==> config.mk <==
export PLATFORM = sky130hd
export DESIGN_NAME = lcd_register_file_with_timing_status_unit_flat
export DESIGN_NICKNAME = d
export VERILOG_FILES = /design/src/rtl/lcdr_pkg.sv /design/src/rtl/lcdr_req_if.sv /design/src/rtl/lcdr_rsp_if.sv /design/src/rtl/lcdr_pipe_ctrl.sv /design/src/rtl/lcdr_frame_pos.sv /design/src/rtl/lcdr_regfile.sv /design/src/rtl/lcd_register_file_with_timing_status_unit.sv /design/src/flat_wrapper.sv
export SDC_FILE = /design/constraint.sdc
export NUM_CORES = 2
export LEC_CHECK = 0
export BUFFER_PORTS_ARGS = -buffer_cell sky130_fd_sc_hd__clkbuf_2
export CAP_MARGIN = 40
export CORE_UTILIZATION = 58
export CTS_CLUSTER_DIAMETER = 120
export DETAILED_ROUTE_END_ITERATION = 7
export GPL_TIMING_DRIVEN = 0
export PLACE_DENSITY = 0.75
export SETUP_SLACK_MARGIN = 0.3
export SLEW_MARGIN = 20
export SYNTH_ARGS = -nofsm -noshare
export SYNTH_HDL_FRONTEND = slang
export SYNTH_SLANG_ARGS = --single-unit
==> constraint.sdc <==
create_clock -name clk_i -period 9.99 [get_ports clk_i]
set_input_delay 1.998 -clock clk_i [delete_from_list [all_inputs] [get_ports clk_i]]
set_output_delay 1.998 -clock clk_i [all_outputs]
set_load 0.005 [all_outputs]
==> src/rtl/lcdr_pkg.sv <==
// Shared constants, types and codes of the LCD register file with timing status.
package lcdr_pkg;

  // Video timing
  localparam int unsigned DotsPerLine   = 456;
  localparam int unsigned LinesPerFrame = 154;
  localparam int unsigned DotsPerFrame  = DotsPerLine * LinesPerFrame;
  localparam int unsigned VisibleLines  = 144;
  localparam int unsigned OamScanEnd    = 80;
  localparam int unsigned TransferEnd   = 280;

  // Field widths
  localparam int unsigned TsW     = 64;
  localparam int unsigned DataW   = 8;
  localparam int unsigned OffsetW = 4;
  localparam int unsigned FrameW  = $clog2(DotsPerFrame);
  localparam int unsigned LineW   = $clog2(LinesPerFrame);
  localparam int unsigned DotW    = $clog2(DotsPerLine);

  // Timestamp folding: four 16-bit chunks times 2^(16*i) mod frame length
  localparam int unsigned ChunkW  = 16;
  localparam int unsigned NumChunks = TsW / ChunkW;
  localparam int unsigned ProdW   = ChunkW + FrameW;
  localparam int unsigned SumW    = ProdW + 2;
  localparam int unsigned HiW     = SumW - ChunkW;
  localparam logic [FrameW-1:0] Res0  = FrameW'(1);
  localparam logic [FrameW-1:0] Res16 = FrameW'((64'd1 << 16) % DotsPerFrame);
  localparam logic [FrameW-1:0] Res32 = FrameW'((64'd1 << 32) % DotsPerFrame);
  localparam logic [FrameW-1:0] Res48 = FrameW'((64'd1 << 48) % DotsPerFrame);

  // Reciprocal quotient estimate of the folded sum; it falls short by at most two
  localparam int unsigned     RecipK = HiW + 2;
  localparam longint unsigned Recip  = (64'd1 << (ChunkW + RecipK)) / DotsPerFrame;
  localparam int unsigned     RecipW = $clog2(Recip + 1);
  localparam int unsigned     QMulW  = HiW + RecipW;
  localparam int unsigned     QuotW  = QMulW - RecipK;
  localparam int unsigned     ResW   = FrameW + 2;

  // Exact line number from the dot within the frame
  localparam int unsigned     LineK      = FrameW + $clog2(DotsPerLine);
  localparam longint unsigned LineRecip  = ((64'd1 << LineK) + DotsPerLine - 1) / DotsPerLine;
  localparam int unsigned     LineRecipW = $clog2(LineRecip + 1);
  localparam int unsigned     LMulW      = FrameW + LineRecipW;

  // Compare-line target within a frame, plus one frame when already passed
  localparam int unsigned TgtW = DataW + $clog2(DotsPerLine);
  localparam int unsigned AdjW = $clog2(255 * DotsPerLine + DotsPerFrame + 1);

  // Pipeline depth: the input register, seven datapath stages, the result register
  localparam int unsigned NumStages = 9;

  typedef enum logic {
    AccRead  = 1'b0,
    AccWrite = 1'b1
  } access_e;

  typedef enum logic [OffsetW-1:0] {
    OffLcdc = 4'd0,
    OffStat = 4'd1,
    OffScy  = 4'd2,
    OffScx  = 4'd3,
    OffLy   = 4'd4,
    OffLyc  = 4'd5,
    OffDma  = 4'd6,
    OffBgp  = 4'd7,
    OffObp0 = 4'd8,
    OffObp1 = 4'd9,
    OffWy   = 4'd10,
    OffWx   = 4'd11
  } reg_offset_e;

  typedef enum logic [1:0] {
    ModeHblank   = 2'd0,
    ModeVblank   = 2'd1,
    ModeOamScan  = 2'd2,
    ModeTransfer = 2'd3
  } stat_mode_e;

  // Command part of a request, carried down the pipeline
  typedef struct packed {
    logic               is_write;
    logic [OffsetW-1:0] offset;
    logic [DataW-1:0]   wdata;
  } acc_t;

  // Timing of a request as seen by the register stage
  typedef struct packed {
    acc_t             acc;
    logic [LineW-1:0] line;
    logic [DotW-1:0]  dot;
    logic [TsW-1:0]   start;
    logic [AdjW-1:0]  tgt;
  } pos_t;

  // Stage load strobes from the pipeline control
  typedef struct packed {
    logic [NumStages-1:0] load;
  } pipe_ctl_t;

  typedef struct packed {
    logic [DataW-1:0] read_data;
    logic             unimplemented;
    logic             log_valid;
    logic [7:0]       log_scanline;
    logic             compare_event_valid;
    logic [TsW-1:0]   compare_event_time;
  } rsp_t;

endpackage

==> src/rtl/lcdr_req_if.sv <==
// Request channel: one bus access with its dot timestamp.
interface lcdr_req_if;
  logic                         valid;
  logic                         ready;
  logic                         req_type;
  logic [lcdr_pkg::OffsetW-1:0] reg_offset;
  logic [lcdr_pkg::DataW-1:0]   write_data;
  logic [lcdr_pkg::TsW-1:0]     timestamp;

  modport source (output valid, req_type, reg_offset, write_data, timestamp, input ready);
  modport sink   (input valid, req_type, reg_offset, write_data, timestamp, output ready);
endinterface

==> src/rtl/lcdr_rsp_if.sv <==
// Result channel: read data, log and compare-event report of one access.
interface lcdr_rsp_if;
  logic                       valid;
  logic                       ready;
  logic [lcdr_pkg::DataW-1:0] read_data;
  logic                       unimplemented;
  logic                       log_valid;
  logic [7:0]                 log_scanline;
  logic                       compare_event_valid;
  logic [lcdr_pkg::TsW-1:0]   compare_event_time;

  modport source (output valid, read_data, unimplemented, log_valid, log_scanline,
                  compare_event_valid, compare_event_time, input ready);
  modport sink   (input valid, read_data, unimplemented, log_valid, log_scanline,
                  compare_event_valid, compare_event_time, output ready);
endinterface

==> src/rtl/lcdr_pipe_ctrl.sv <==
// Valid chain and load strobes of the request pipeline, with bubble collapsing.
module lcdr_pipe_ctrl (
  input  logic                clk_i,
  input  logic                rst_ni,
  input  logic                in_valid_i,
  output logic                in_ready_o,
  output logic                out_valid_o,
  input  logic                out_ready_i,
  output lcdr_pkg::pipe_ctl_t ctl_o
);

  logic [lcdr_pkg::NumStages-1:0] valid_q, valid_d;
  logic [lcdr_pkg::NumStages:0]   free;
  logic [lcdr_pkg::NumStages-1:0] load;

  // A stage can take a request when empty or when its request moves on
  always_comb begin
    free[lcdr_pkg::NumStages] = out_ready_i;
    for (int k = lcdr_pkg::NumStages - 1; k >= 0; k--) begin
      free[k] = !valid_q[k] || free[k+1];
    end
  end

  always_comb begin
    load[0]    = in_valid_i && free[0];
    valid_d[0] = load[0] || (valid_q[0] && !free[1]);
    for (int k = 1; k < lcdr_pkg::NumStages; k++) begin
      load[k]    = valid_q[k-1] && free[k];
      valid_d[k] = load[k] || (valid_q[k] && !free[k+1]);
    end
  end

  always_ff @(posedge clk_i or negedge rst_ni) begin
    if (!rst_ni) begin
      valid_q <= '0;
    end else begin
      valid_q <= valid_d;
    end
  end

  assign in_ready_o  = free[0];
  assign out_valid_o = valid_q[lcdr_pkg::NumStages-1];
  assign ctl_o.load  = load;

endmodule

==> src/rtl/lcdr_frame_pos.sv <==
// Timestamp to frame position: dot within frame, line, dot within line, event target.
module lcdr_frame_pos (
  input  logic                        clk_i,
  input  lcdr_pkg::pipe_ctl_t         ctl_i,
  input  lcdr_pkg::acc_t              acc_i,
  input  logic [lcdr_pkg::TsW-1:0]    ts_i,
  output lcdr_pkg::pos_t              pos_o
);

  localparam logic [lcdr_pkg::NumChunks-1:0][lcdr_pkg::FrameW-1:0] ResTab =
    {lcdr_pkg::Res48, lcdr_pkg::Res32, lcdr_pkg::Res16, lcdr_pkg::Res0};

  lcdr_pkg::acc_t acc0_q, acc1_q, acc2_q, acc3_q, acc4_q, acc5_q, acc6_q;
  logic [lcdr_pkg::TsW-1:0] ts0_q, ts1_q, ts2_q, ts3_q, ts4_q, ts5_q;

  logic [lcdr_pkg::NumChunks-1:0][lcdr_pkg::ProdW-1:0] prod_d, prod_q;
  logic [lcdr_pkg::SumW-1:0]   sum_d, sum2_q, sum3_q;
  logic [lcdr_pkg::QMulW-1:0]  qmul;
  logic [lcdr_pkg::QuotW-1:0]  quot_d, quot_q;
  logic [lcdr_pkg::SumW-1:0]   qback, rdiff;
  logic [lcdr_pkg::ResW-1:0]   res_d, res_q, res_c1, res_c2;
  logic [lcdr_pkg::FrameW-1:0] frame_d, frame5_q, frame6_q;
  logic [lcdr_pkg::LMulW-1:0]  lmul;
  logic [lcdr_pkg::LineW-1:0]  line_d, line6_q;
  logic [lcdr_pkg::TsW-1:0]    start_d, start6_q;
  logic [lcdr_pkg::TgtW-1:0]   tgt_d, tgt6_q;
  logic [lcdr_pkg::FrameW-1:0] lback, ddiff;
  lcdr_pkg::pos_t              pos_d, pos_q;

  // Stage 0: input register
  always_ff @(posedge clk_i) begin
    if (ctl_i.load[0]) begin
      acc0_q <= acc_i;
      ts0_q  <= ts_i;
    end
  end

  // Stage 1: each 16-bit chunk times its weight modulo the frame length
  always_comb begin
    for (int i = 0; i < lcdr_pkg::NumChunks; i++) begin
      prod_d[i] = lcdr_pkg::ProdW'(ts0_q[i*lcdr_pkg::ChunkW +: lcdr_pkg::ChunkW])
                * lcdr_pkg::ProdW'(ResTab[i]);
    end
  end

  always_ff @(posedge clk_i) begin
    if (ctl_i.load[1]) begin
      acc1_q <= acc0_q;
      ts1_q  <= ts0_q;
      prod_q <= prod_d;
    end
  end

  // Stage 2: folded sum, congruent to the timestamp
  assign sum_d = lcdr_pkg::SumW'(prod_q[0]) + lcdr_pkg::SumW'(prod_q[1])
               + lcdr_pkg::SumW'(prod_q[2]) + lcdr_pkg::SumW'(prod_q[3]);

  always_ff @(posedge clk_i) begin
    if (ctl_i.load[2]) begin
      acc2_q <= acc1_q;
      ts2_q  <= ts1_q;
      sum2_q <= sum_d;
    end
  end

  // Stage 3: quotient estimate from the upper bits of the sum
  assign qmul   = lcdr_pkg::QMulW'(sum2_q[lcdr_pkg::SumW-1:lcdr_pkg::ChunkW])
                * lcdr_pkg::QMulW'(lcdr_pkg::Recip);
  assign quot_d = qmul[lcdr_pkg::QMulW-1:lcdr_pkg::RecipK];

  always_ff @(posedge clk_i) begin
    if (ctl_i.load[3]) begin
      acc3_q <= acc2_q;
      ts3_q  <= ts2_q;
      sum3_q <= sum2_q;
      quot_q <= quot_d;
    end
  end

  // Stage 4: partial remainder, below three frames
  assign qback = lcdr_pkg::SumW'(quot_q) * lcdr_pkg::SumW'(lcdr_pkg::DotsPerFrame);
  assign rdiff = sum3_q - qback;
  assign res_d = rdiff[lcdr_pkg::ResW-1:0];

  always_ff @(posedge clk_i) begin
    if (ctl_i.load[4]) begin
      acc4_q <= acc3_q;
      ts4_q  <= ts3_q;
      res_q  <= res_d;
    end
  end

  // Stage 5: two correction steps give the dot within the frame
  always_comb begin
    res_c1 = res_q;
    if (res_c1 >= lcdr_pkg::ResW'(lcdr_pkg::DotsPerFrame)) begin
      res_c1 = res_c1 - lcdr_pkg::ResW'(lcdr_pkg::DotsPerFrame);
    end
    res_c2 = res_c1;
    if (res_c2 >= lcdr_pkg::ResW'(lcdr_pkg::DotsPerFrame)) begin
      res_c2 = res_c2 - lcdr_pkg::ResW'(lcdr_pkg::DotsPerFrame);
    end
    frame_d = res_c2[lcdr_pkg::FrameW-1:0];
  end

  always_ff @(posedge clk_i) begin
    if (ctl_i.load[5]) begin
      acc5_q   <= acc4_q;
      ts5_q    <= ts4_q;
      frame5_q <= frame_d;
    end
  end

  // Stage 6: line number, frame start and raw compare target
  assign lmul    = lcdr_pkg::LMulW'(frame5_q) * lcdr_pkg::LMulW'(lcdr_pkg::LineRecip);
  assign line_d  = lmul[lcdr_pkg::LineK +: lcdr_pkg::LineW];
  assign start_d = ts5_q - lcdr_pkg::TsW'(frame5_q);
  assign tgt_d   = lcdr_pkg::TgtW'(acc5_q.wdata) * lcdr_pkg::TgtW'(lcdr_pkg::DotsPerLine);

  always_ff @(posedge clk_i) begin
    if (ctl_i.load[6]) begin
      acc6_q   <= acc5_q;
      frame6_q <= frame5_q;
      line6_q  <= line_d;
      start6_q <= start_d;
      tgt6_q   <= tgt_d;
    end
  end

  // Stage 7: dot within the line and target moved to the next frame if passed
  assign lback = lcdr_pkg::FrameW'(line6_q) * lcdr_pkg::FrameW'(lcdr_pkg::DotsPerLine);
  assign ddiff = frame6_q - lback;

  always_comb begin
    pos_d.acc   = acc6_q;
    pos_d.line  = line6_q;
    pos_d.dot   = ddiff[lcdr_pkg::DotW-1:0];
    pos_d.start = start6_q;
    if (lcdr_pkg::AdjW'(frame6_q) > lcdr_pkg::AdjW'(tgt6_q)) begin
      pos_d.tgt = lcdr_pkg::AdjW'(tgt6_q) + lcdr_pkg::AdjW'(lcdr_pkg::DotsPerFrame);
    end else begin
      pos_d.tgt = lcdr_pkg::AdjW'(tgt6_q);
    end
  end

  always_ff @(posedge clk_i) begin
    if (ctl_i.load[7]) begin
      pos_q <= pos_d;
    end
  end

  assign pos_o = pos_q;

endmodule

==> src/rtl/lcdr_regfile.sv <==
// LCD registers, read mux with LY/STAT, write decode and the result register.
module lcdr_regfile (
  input  logic            clk_i,
  input  logic            rst_ni,
  input  logic            load_i,
  input  lcdr_pkg::pos_t  pos_i,
  output lcdr_pkg::rsp_t  rsp_o
);

  logic [7:0]      lcdc_q, lcdc_d;
  logic [3:0]      stat_hi_q, stat_hi_d;
  logic [7:0]      scy_q, scy_d;
  logic [7:0]      scx_q, scx_d;
  logic [7:0]      lyc_q, lyc_d;
  logic [7:0]      bgp_q, bgp_d;
  logic [1:0][7:0] obp_q, obp_d;
  logic [1:0][7:0] wpos_q, wpos_d;

  lcdr_pkg::rsp_t     rsp_d, rsp_q;
  lcdr_pkg::stat_mode_e mode;
  logic               coinc;
  logic [7:0]         stat_val;
  logic [7:0]         ly_val;
  logic               logged;

  // STAT: mode from line and dot thresholds, coincidence with the compare line
  assign ly_val = 8'(pos_i.line);
  assign coinc  = (ly_val == lyc_q);

  always_comb begin
    if (pos_i.line >= lcdr_pkg::LineW'(lcdr_pkg::VisibleLines)) begin
      mode = lcdr_pkg::ModeVblank;
    end else if (pos_i.dot <= lcdr_pkg::DotW'(lcdr_pkg::OamScanEnd)) begin
      mode = lcdr_pkg::ModeOamScan;
    end else if (pos_i.dot <= lcdr_pkg::DotW'(lcdr_pkg::TransferEnd)) begin
      mode = lcdr_pkg::ModeTransfer;
    end else begin
      mode = lcdr_pkg::ModeHblank;
    end
  end

  assign stat_val = {stat_hi_q, 1'b0, coinc, mode};

  // Access decode
  always_comb begin
    lcdc_d    = lcdc_q;
    stat_hi_d = stat_hi_q;
    scy_d     = scy_q;
    scx_d     = scx_q;
    lyc_d     = lyc_q;
    bgp_d     = bgp_q;
    obp_d     = obp_q;
    wpos_d    = wpos_q;
    rsp_d     = '0;
    logged    = 1'b0;

    if (pos_i.acc.is_write == lcdr_pkg::AccWrite) begin
      unique case (pos_i.acc.offset)
        lcdr_pkg::OffLcdc: begin
          lcdc_d = pos_i.acc.wdata;
          logged = 1'b1;
        end
        lcdr_pkg::OffStat: stat_hi_d = pos_i.acc.wdata[7:4];
        lcdr_pkg::OffScy: begin
          scy_d  = pos_i.acc.wdata;
          logged = 1'b1;
        end
        lcdr_pkg::OffScx: begin
          scx_d  = pos_i.acc.wdata;
          logged = 1'b1;
        end
        lcdr_pkg::OffLyc: begin
          lyc_d                     = pos_i.acc.wdata;
          rsp_d.compare_event_valid = 1'b1;
          rsp_d.compare_event_time  = pos_i.start + lcdr_pkg::TsW'(pos_i.tgt);
        end
        lcdr_pkg::OffDma: ;
        lcdr_pkg::OffBgp: begin
          bgp_d  = pos_i.acc.wdata;
          logged = 1'b1;
        end
        lcdr_pkg::OffObp0: begin
          obp_d[0] = pos_i.acc.wdata;
          logged   = 1'b1;
        end
        lcdr_pkg::OffObp1: begin
          obp_d[1] = pos_i.acc.wdata;
          logged   = 1'b1;
        end
        lcdr_pkg::OffWy: begin
          wpos_d[0] = pos_i.acc.wdata;
          logged    = 1'b1;
        end
        lcdr_pkg::OffWx: begin
          wpos_d[1] = pos_i.acc.wdata;
          logged    = 1'b1;
        end
        default: rsp_d.unimplemented = 1'b1;
      endcase
      rsp_d.log_valid    = logged;
      rsp_d.log_scanline = logged ? ly_val : 8'd0;
    end else begin
      unique case (pos_i.acc.offset)
        lcdr_pkg::OffLcdc: rsp_d.read_data = lcdc_q;
        lcdr_pkg::OffStat: rsp_d.read_data = stat_val;
        lcdr_pkg::OffScy:  rsp_d.read_data = scy_q;
        lcdr_pkg::OffScx:  rsp_d.read_data = scx_q;
        lcdr_pkg::OffLy:   rsp_d.read_data = ly_val;
        lcdr_pkg::OffBgp:  rsp_d.read_data = bgp_q;
        lcdr_pkg::OffObp0: rsp_d.read_data = obp_q[0];
        lcdr_pkg::OffObp1: rsp_d.read_data = obp_q[1];
        default: begin
          rsp_d.read_data     = 8'hFF;
          rsp_d.unimplemented = 1'b1;
        end
      endcase
    end
  end

  // Register state, updated in request order
  always_ff @(posedge clk_i or negedge rst_ni) begin
    if (!rst_ni) begin
      lcdc_q    <= '0;
      stat_hi_q <= '0;
      scy_q     <= '0;
      scx_q     <= '0;
      lyc_q     <= '0;
      bgp_q     <= '0;
      obp_q     <= '0;
      wpos_q    <= '0;
    end else if (load_i) begin
      lcdc_q    <= lcdc_d;
      stat_hi_q <= stat_hi_d;
      scy_q     <= scy_d;
      scx_q     <= scx_d;
      lyc_q     <= lyc_d;
      bgp_q     <= bgp_d;
      obp_q     <= obp_d;
      wpos_q    <= wpos_d;
    end
  end

  // Result register
  always_ff @(posedge clk_i) begin
    if (load_i) begin
      rsp_q <= rsp_d;
    end
  end

  assign rsp_o = rsp_q;

endmodule

==> src/rtl/lcd_register_file_with_timing_status_unit.sv <==
// Top level of the LCD register file with timing status.
//
//  Channel | Dir | Handshake     | Carries
//  req_i   | in  | valid/ready   | req_type, reg_offset, write_data, timestamp
//  rsp_o   | out | valid/ready   | read_data, unimplemented, log_valid, log_scanline,
//          |     |               | compare_event_valid, compare_event_time
//
// One request per cycle unless a stalled result has filled the pipeline. Each request
// passes the timestamp-to-frame-position pipeline (fold, quotient estimate,
// remainder, correction, line divide) ahead of the register stage.
// Empty pipeline stages close up under a stalled result, so requests keep
// flowing until all nine stages hold one. Reset clears the registers and the
// valid chain at once; no warm-up is needed.
module lcd_register_file_with_timing_status_unit (
  input  logic      clk_i,
  input  logic      rst_ni,
  lcdr_req_if.sink   req_i,
  lcdr_rsp_if.source rsp_o
);

  lcdr_pkg::pipe_ctl_t ctl;
  lcdr_pkg::acc_t      acc_in;
  lcdr_pkg::pos_t      pos;
  lcdr_pkg::rsp_t      rsp;

  assign acc_in.is_write = req_i.req_type;
  assign acc_in.offset   = req_i.reg_offset;
  assign acc_in.wdata    = req_i.write_data;

  lcdr_pipe_ctrl u_ctrl (
    .clk_i       (clk_i),
    .rst_ni      (rst_ni),
    .in_valid_i  (req_i.valid),
    .in_ready_o  (req_i.ready),
    .out_valid_o (rsp_o.valid),
    .out_ready_i (rsp_o.ready),
    .ctl_o       (ctl)
  );

  lcdr_frame_pos u_pos (
    .clk_i (clk_i),
    .ctl_i (ctl),
    .acc_i (acc_in),
    .ts_i  (req_i.timestamp),
    .pos_o (pos)
  );

  lcdr_regfile u_regs (
    .clk_i  (clk_i),
    .rst_ni (rst_ni),
    .load_i (ctl.load[lcdr_pkg::NumStages-1]),
    .pos_i  (pos),
    .rsp_o  (rsp)
  );

  assign rsp_o.read_data           = rsp.read_data;
  assign rsp_o.unimplemented       = rsp.unimplemented;
  assign rsp_o.log_valid           = rsp.log_valid;
  assign rsp_o.log_scanline        = rsp.log_scanline;
  assign rsp_o.compare_event_valid = rsp.compare_event_valid;
  assign rsp_o.compare_event_time  = rsp.compare_event_time;

endmodule

==> src/flat_wrapper.sv <==
// flat-port wrapper written by rule: the top's interface ports become plain ports
module lcd_register_file_with_timing_status_unit_flat 
  (clk_i, rst_ni, req_i_valid, req_i_req_type, req_i_reg_offset, req_i_write_data, req_i_timestamp, req_i_ready, rsp_o_valid, rsp_o_read_data, rsp_o_unimplemented, rsp_o_log_valid, rsp_o_log_scanline, rsp_o_compare_event_valid, rsp_o_compare_event_time, rsp_o_ready);
  lcdr_req_if req_i_i ();
  lcdr_rsp_if rsp_o_i ();
  input  logic clk_i;
  input  logic rst_ni;
  input wire logic [$bits(req_i_i.valid)-1:0] req_i_valid;
  input wire logic [$bits(req_i_i.req_type)-1:0] req_i_req_type;
  input wire logic [$bits(req_i_i.reg_offset)-1:0] req_i_reg_offset;
  input wire logic [$bits(req_i_i.write_data)-1:0] req_i_write_data;
  input wire logic [$bits(req_i_i.timestamp)-1:0] req_i_timestamp;
  output wire logic [$bits(req_i_i.ready)-1:0] req_i_ready;
  output wire logic [$bits(rsp_o_i.valid)-1:0] rsp_o_valid;
  output wire logic [$bits(rsp_o_i.read_data)-1:0] rsp_o_read_data;
  output wire logic [$bits(rsp_o_i.unimplemented)-1:0] rsp_o_unimplemented;
  output wire logic [$bits(rsp_o_i.log_valid)-1:0] rsp_o_log_valid;
  output wire logic [$bits(rsp_o_i.log_scanline)-1:0] rsp_o_log_scanline;
  output wire logic [$bits(rsp_o_i.compare_event_valid)-1:0] rsp_o_compare_event_valid;
  output wire logic [$bits(rsp_o_i.compare_event_time)-1:0] rsp_o_compare_event_time;
  input wire logic [$bits(rsp_o_i.ready)-1:0] rsp_o_ready;
  assign req_i_i.valid = req_i_valid;
  assign req_i_i.req_type = req_i_req_type;
  assign req_i_i.reg_offset = req_i_reg_offset;
  assign req_i_i.write_data = req_i_write_data;
  assign req_i_i.timestamp = req_i_timestamp;
  assign req_i_ready = req_i_i.ready;
  assign rsp_o_valid = rsp_o_i.valid;
  assign rsp_o_read_data = rsp_o_i.read_data;
  assign rsp_o_unimplemented = rsp_o_i.unimplemented;
  assign rsp_o_log_valid = rsp_o_i.log_valid;
  assign rsp_o_log_scanline = rsp_o_i.log_scanline;
  assign rsp_o_compare_event_valid = rsp_o_i.compare_event_valid;
  assign rsp_o_compare_event_time = rsp_o_i.compare_event_time;
  assign rsp_o_i.ready = rsp_o_ready;
  lcd_register_file_with_timing_status_unit u_core (.clk_i(clk_i), .rst_ni(rst_ni), .req_i(req_i_i), .rsp_o(rsp_o_i));
endmodule
-- Word level (Yosys, flattened, before mapping)
Index checks and enable logic that the tools add are counted.
- output and inout port bits: 85
- word-level logic and storage cells: 180
- register bits: 1034
- muxes and demuxes: 13
- reductions and logical operators: 68
- multiply operators: 7
- add/sub/neg operators: 10
- equality and inequality tests: 12
- order comparisons: 6
- operators by type and width (kind ; count):
    two-way mux 65 bit ; 1
    adder 64 x 18 -> 64 bit ; 1
    case mux 8 bit (8 select lines) ; 1
    subtractor 64 x 17 -> 64 bit ; 1
    multiplier 19 x 20 -> 39 bit, second input constant ; 1
    >= comparator 19 x 17 -> 1 bit, second input constant ; 2
    adder 34 x 32 -> 35 bit ; 1
    adder 33 x 33 -> 34 bit ; 1
    multiplier 17 x 18 -> 34 bit, second input constant ; 1
    two-way mux 17 bit ; 2
    adder 16 x 32 -> 33 bit ; 1
    multiplier 16 x 10 -> 26 bit, second input constant ; 1
    multiplier 16 x 9 -> 25 bit, second input constant ; 1
    AND reduction 3 bit ; 8
    multiplier 19 x 13 -> 15 bit, second input constant ; 1
    two-way mux 19 bit ; 1
    subtractor 19 x 17 -> 19 bit, second input constant ; 1
    subtractor 19 bit ; 1
    adder 17 x 17 -> 18 bit, second input constant ; 1
    logical AND 1 bit ; 18
    logical NOT 1 bit ; 18
    logical OR 1 bit ; 18
    > comparator 17 bit ; 1
    subtractor 17 bit, second input constant ; 1
    other kinds (17) ; 32

-- Depth between registers and ports, before layout
- depth in word-level cells: 12
- depth in mapped cells: 23
- depth with buffers taken out: 23

-- By module
From an unflattened synthesis, not the netlist that was laid out.
- cells, all modules: 4375
- area, all modules: 57154.8 um^2
- modules (own cells, without submodules) (module ; area each (um^2) ; instances ; cells each):
    lcdr_frame_pos ; 48428.9 ; 1 ; 3556
    lcdr_regfile ; 8260.4 ; 1 ; 778
    lcdr_pipe_ctrl ; 465.4 ; 1 ; 41

-- Worst setup path after synthesis
OpenSTA, ideal clock, no wires.
- path kind: input-to-reg
- from: in rsp_o_ready
- to: reg u_core.u_pos.acc6_q[0] in the netlist's numbering (enable)
- cell stages on the path: 2
- data arrival time: 7.535 ns
- required time: 9.348 ns
- setup slack: 1.813 ns
- cell sequence: nor2b_1 -> a31oi_1
- RTL lines (what ; line ; RTL):
    start: declaration ; flat_wrapper.sv:21 ; input wire logic [$bits(rsp_o_i.ready)-1:0] rsp_o_ready;
    end signal: assignment ; lcdr_frame_pos.sv:122 ; acc6_q <= acc5_q;
    end: declaration ; lcdr_frame_pos.sv:13 ; lcdr_pkg::acc_t acc0_q, acc1_q, acc2_q, acc3_q, acc4_q, acc5_q, acc6_q;

-- Worst setup path after layout
- from: reg u_core.u_pos.sum2_q[23] in the netlist's numbering
- to: reg u_core.u_pos.quot_q[14] in the netlist's numbering, data pin
- word-level cells in the longest chain between the ends: 1
- ends and longest elaborated chain (what ; line ; RTL):
    start: declaration ; lcdr_frame_pos.sv:17 ; logic [lcdr_pkg::SumW-1:0] sum_d, sum2_q, sum3_q;
    start signal: assignment ; lcdr_frame_pos.sv:62 ; sum2_q <= sum_d;
    multiplier 19 x 20 -> 39 bit ; lcdr_frame_pos.sv:68 ; * lcdr_pkg::QMulW'(lcdr_pkg::Recip);
    named net u_core.u_pos.qmul (one bit) ; lcdr_frame_pos.sv:18 ; logic [lcdr_pkg::QMulW-1:0] qmul;
    end signal: assignment ; lcdr_frame_pos.sv:76 ; quot_q <= quot_d;
    end: declaration ; lcdr_frame_pos.sv:19 ; logic [lcdr_pkg::QuotW-1:0] quot_d, quot_q;
The timed path passes the listed nets, and every way through them passes these cells.
A chain may end at the register's enable or synchronous reset.

==> flow_summary_export.csv <==
group,metric,value,unit
finish,antenna_cells,0,
synth,async_flop_share,7.225,%
clock_tree,clk-insertion-delay-late,0.66,ns
sta,fin_crit_sh,67.57,%
critical_path,cpLargestDelayFamily,"adder cells",
clock_tree,htreeDepth,3,
critical_path,cp.buffers_inverters,4,
synth,syn_avg_cell_area,13.41,um^2
sta,maxSlewHeadroom,41.82,%
critical_path,endpoint,"u_core.u_pos.quot_q[14]",
synth,synth_top_area_cell,"edfxtp_1",
floorplan,rows,113,
clock_tree,cts_tree,"built",
floorplan,dieArea,96790,um^2
global_routing,grt_use_total,21.99,%
routing,vias_per_cell,5.316,
critical_path,crit_start,"u_core.u_pos.sum2_q[23]",
floorplan,fp.dieH,311.1,um
routing,post_drt_wl_per_cell,17.87,um
floorplan,start_util,58.42,%
finish,mostFrequentLayoutCell,"edfxtp_1",
finish,area_growth,11.43,%
critical_path,ff2ff_path_depth,20,
synth,synth_warnings,0,
min_path,hold_path.class,"register to register",
synth,synth_edf_count,886,
routing,ant_nets,0,
global_routing,antenna_found_initial,1,
global_routing,grt.busiest_layer,"met2",
finish,drive_gt1_share,9.880,%
routing,via_count,30669,
synth,yosysSeqAreaShare,51.12,%
placement,routabilityCongestion,0.9066,
critical_path,start_kind,"register",
global_routing,grt_use_met2,39.44,%
synth,synth_cells,4133,
sta,finalHoldViolCount,0,
floorplan,coreArea,94870,um^2
floorplan,die_x,311.1,um
routing,totalWireLength,103.1,mm
finish,instances_no_fill,5769,
status,outcome,"completed",
critical_path,crit_chain,"fa_1 > inv_1 > fa_1 > inv_1 > fa_1 > fa_1 > fa_1 > inv_1 > fa_1 > inv_1 > ha_1 > and4_1 > nand3_1 > nor4bb_1 > o211ai_1 > o31ai_1 > and3_1 > o21ai_0 > a21oi_1 > a31oi_1",
sta,finalCriticalPeriod,6.750,ns
global_routing,overflow,0,
global_routing,grt_use_met3,2.873,%
critical_path,cpMostUsedCell,"fa_1",
synth,synth_seq_cells,955,
clock_tree,postCtsSetupBuffers,0,
synth,synthTopCellsByArea,"edfxtp_1, fa_1, ha_1, inv_1, dfrtp_1",
synth,synth_cell_types,81,
critical_path,cp_max_fo,6,
critical_path,crit_required,10.39,ns
run,maxCapViolCount,0,
critical_path,worst-path-stages,20,
placement,dpl.hpwl,80.02,mm
finish,layout_common_cells,"edfxtp_1, inv_1, ha_1",
critical_path,cp_slowest_stage_delay,0.67,ns
clock_tree,ctsResizeCount,0,
clock_tree,clock-root-buffer,"clkbuf_16",
routing,dr.pass1.iters,5,
routing,first_iter_violations,1805,
critical_path,crit_arrival,7.15,ns
finish,fin_nets,5453,
sta,tightest_slew,0.8680,ns
sta,rsz0062_at_grt,"false",
routing,drc,0,
sta,setup_viol,0,
global_routing,grt_pass1_wl,166.3,mm
sta,fin_skew,0.01973,ns
global_routing,grt.met1_usage,27.40,%
critical_path,critPathKind,"register to register",
floorplan,io_pins,166,
critical_path,r2r_start,"u_core.u_pos.sum2_q[23]",
critical_path,worstReg2RegEnd,"u_core.u_pos.quot_q[14]",
synth,synth_flop_cell,"edfxtp_1",
global_routing,grt_start_max_net_pins,60,
clock_tree,cts_sinks,955,
placement,portBuffers,162,
clock_tree,cts.clk_slew.worst_paths,0.06,ns
synth,yosysTopAreaCellShare,48.01,%
sta,fmax,148.1,MHz
clock_tree,cts_buffer_depth,3,
synth,netlist_area,55420,um^2
critical_path,reg2reg_setup_slack,3.24,ns
sta,drv_slew,0,
global_routing,grt_pass1_vias,32112,
placement,dp_cells,5591,
clock_tree,hold_buffers,0,
clock_tree,tritoncts.num_buffers,96,
critical_path,crit_path_end_kind,"register",
critical_path,critical-path-slowest-cell,"fa_1",
[sequential cells by signal (all words and copies together) (netlist names), 15 cells and up]
signal and flops:
u_core.u_regs.obp_q 16, u_core.u_pos.frame6_q 17, u_core.u_pos.ts1_q 64, u_core.u_pos.ts4_q 64, u_core.u_pos.ts2_q 64, u_core.u_pos.start6_q 60
u_core.u_pos.prod_q 49, u_core.u_pos.sum2_q 27, u_core.u_pos.ts3_q 64, u_core.u_pos.quot_q 15, u_core.u_pos.res_q 15, u_core.u_pos.ts0_q 64
u_core.u_pos.ts5_q 64, u_core.u_pos.pos_o 104, u_core.u_regs.rsp_o 80
[cell families after synthesis]
| logic type | Yosys count | synth area share [%] |
|---|---|---|
| DFF | 955 | 51.12 |
| adders and majority gates | 947 | 26.62 |
| buffers and inverters | 784 | 5.337 |
| and+or+nand+nor | 643 | 5.764 |
| AOI/OAI and AO/OA | 462 | 5.445 |
| xor gates and xnor gates | 266 | 4.204 |
| muxes | 75 | 1.499 |
| other | 1 | 0.006766 |
[Yosys cell counts, drive strengths merged, types with 11 or more instances]
master,number
a211oi,11
a21o,57
a21oi,120
a31oi,23
and2,32
and3,16
clkbuf,31
dfrtp,69
edfxtp,886
fa,387
ha,560
inv,745
mux2,64
mux2i,11
nand2,122
nand2b,37
nand3,56
nand4,20
nor2,194
nor2b,31
nor3,57
nor4,19
o211ai,11
o21a,41
o21ai,87
o21bai,11
o22ai,15
or2,15
or3,16
xnor2,194
xor2,72
[how the worst min path moves through the flow]
stage | start | end | slack (ns) | cells past startpoint
floorplan | u_core.u_pos.acc0_q[0] | u_core.u_pos.acc1_q[0] | 0.40 | 0
global placement | u_core.u_pos.ts2_q[12] | u_core.u_pos.ts3_q[12] | 0.40 | 0
detailed placement | u_core.u_pos.acc0_q[2] | u_core.u_pos.acc1_q[2] | 0.40 | 0
CTS | u_core.u_pos.ts4_q[30] | u_core.u_pos.ts5_q[30] | 0.40 | 0
global route | u_core.u_pos.ts4_q[30] | u_core.u_pos.ts5_q[30] | 0.41 | 0
finish | u_core.u_pos.acc2_q[6] | u_core.u_pos.acc3_q[6] | 0.41 | 0
[per-stage QoR]
step	TNS [ns]	utilization, %	instance area (um^2)	worst slack, ns	hold slack, ns
6_report	0	65.09	61750	3.240	0.4116
5_1_grt	0	65.09	61750	2.871	0.4078
4_1_cts	0	65.08	61750	3.198	0.4005
3_5_place_dp	0	61.73	58560	3.190	0.4045
3_3_place_gp	-118.23	60.95	57820	-0.7747	0.4001
2_1_floorplan	0	-	55430	1.813	0.4003
[metal layers]
metal  vias to the layer above  share of wire (%)
met1                     15088                 41
met5                         -                  0
met3                       178                3.7
li1                      14818                  -
met2                       585                 52
met4                         0                3.3
[area by class of cell]
cell class	count	area, um^2
Fill cell	6834	33120
Sequential cell	955	28330
Multi-Input combinational cell	2396	24220
Inverter	745	2796
Clock buffer	115	2516
Tap cell	1265	1583
Timing Repair Buffer	192	1476
Clock inverter	62	669.4
Buffer	39	161.4
Power is not shown: default switching activity piles up to over one toggle a cycle in this logic, so the estimate is an artifact.
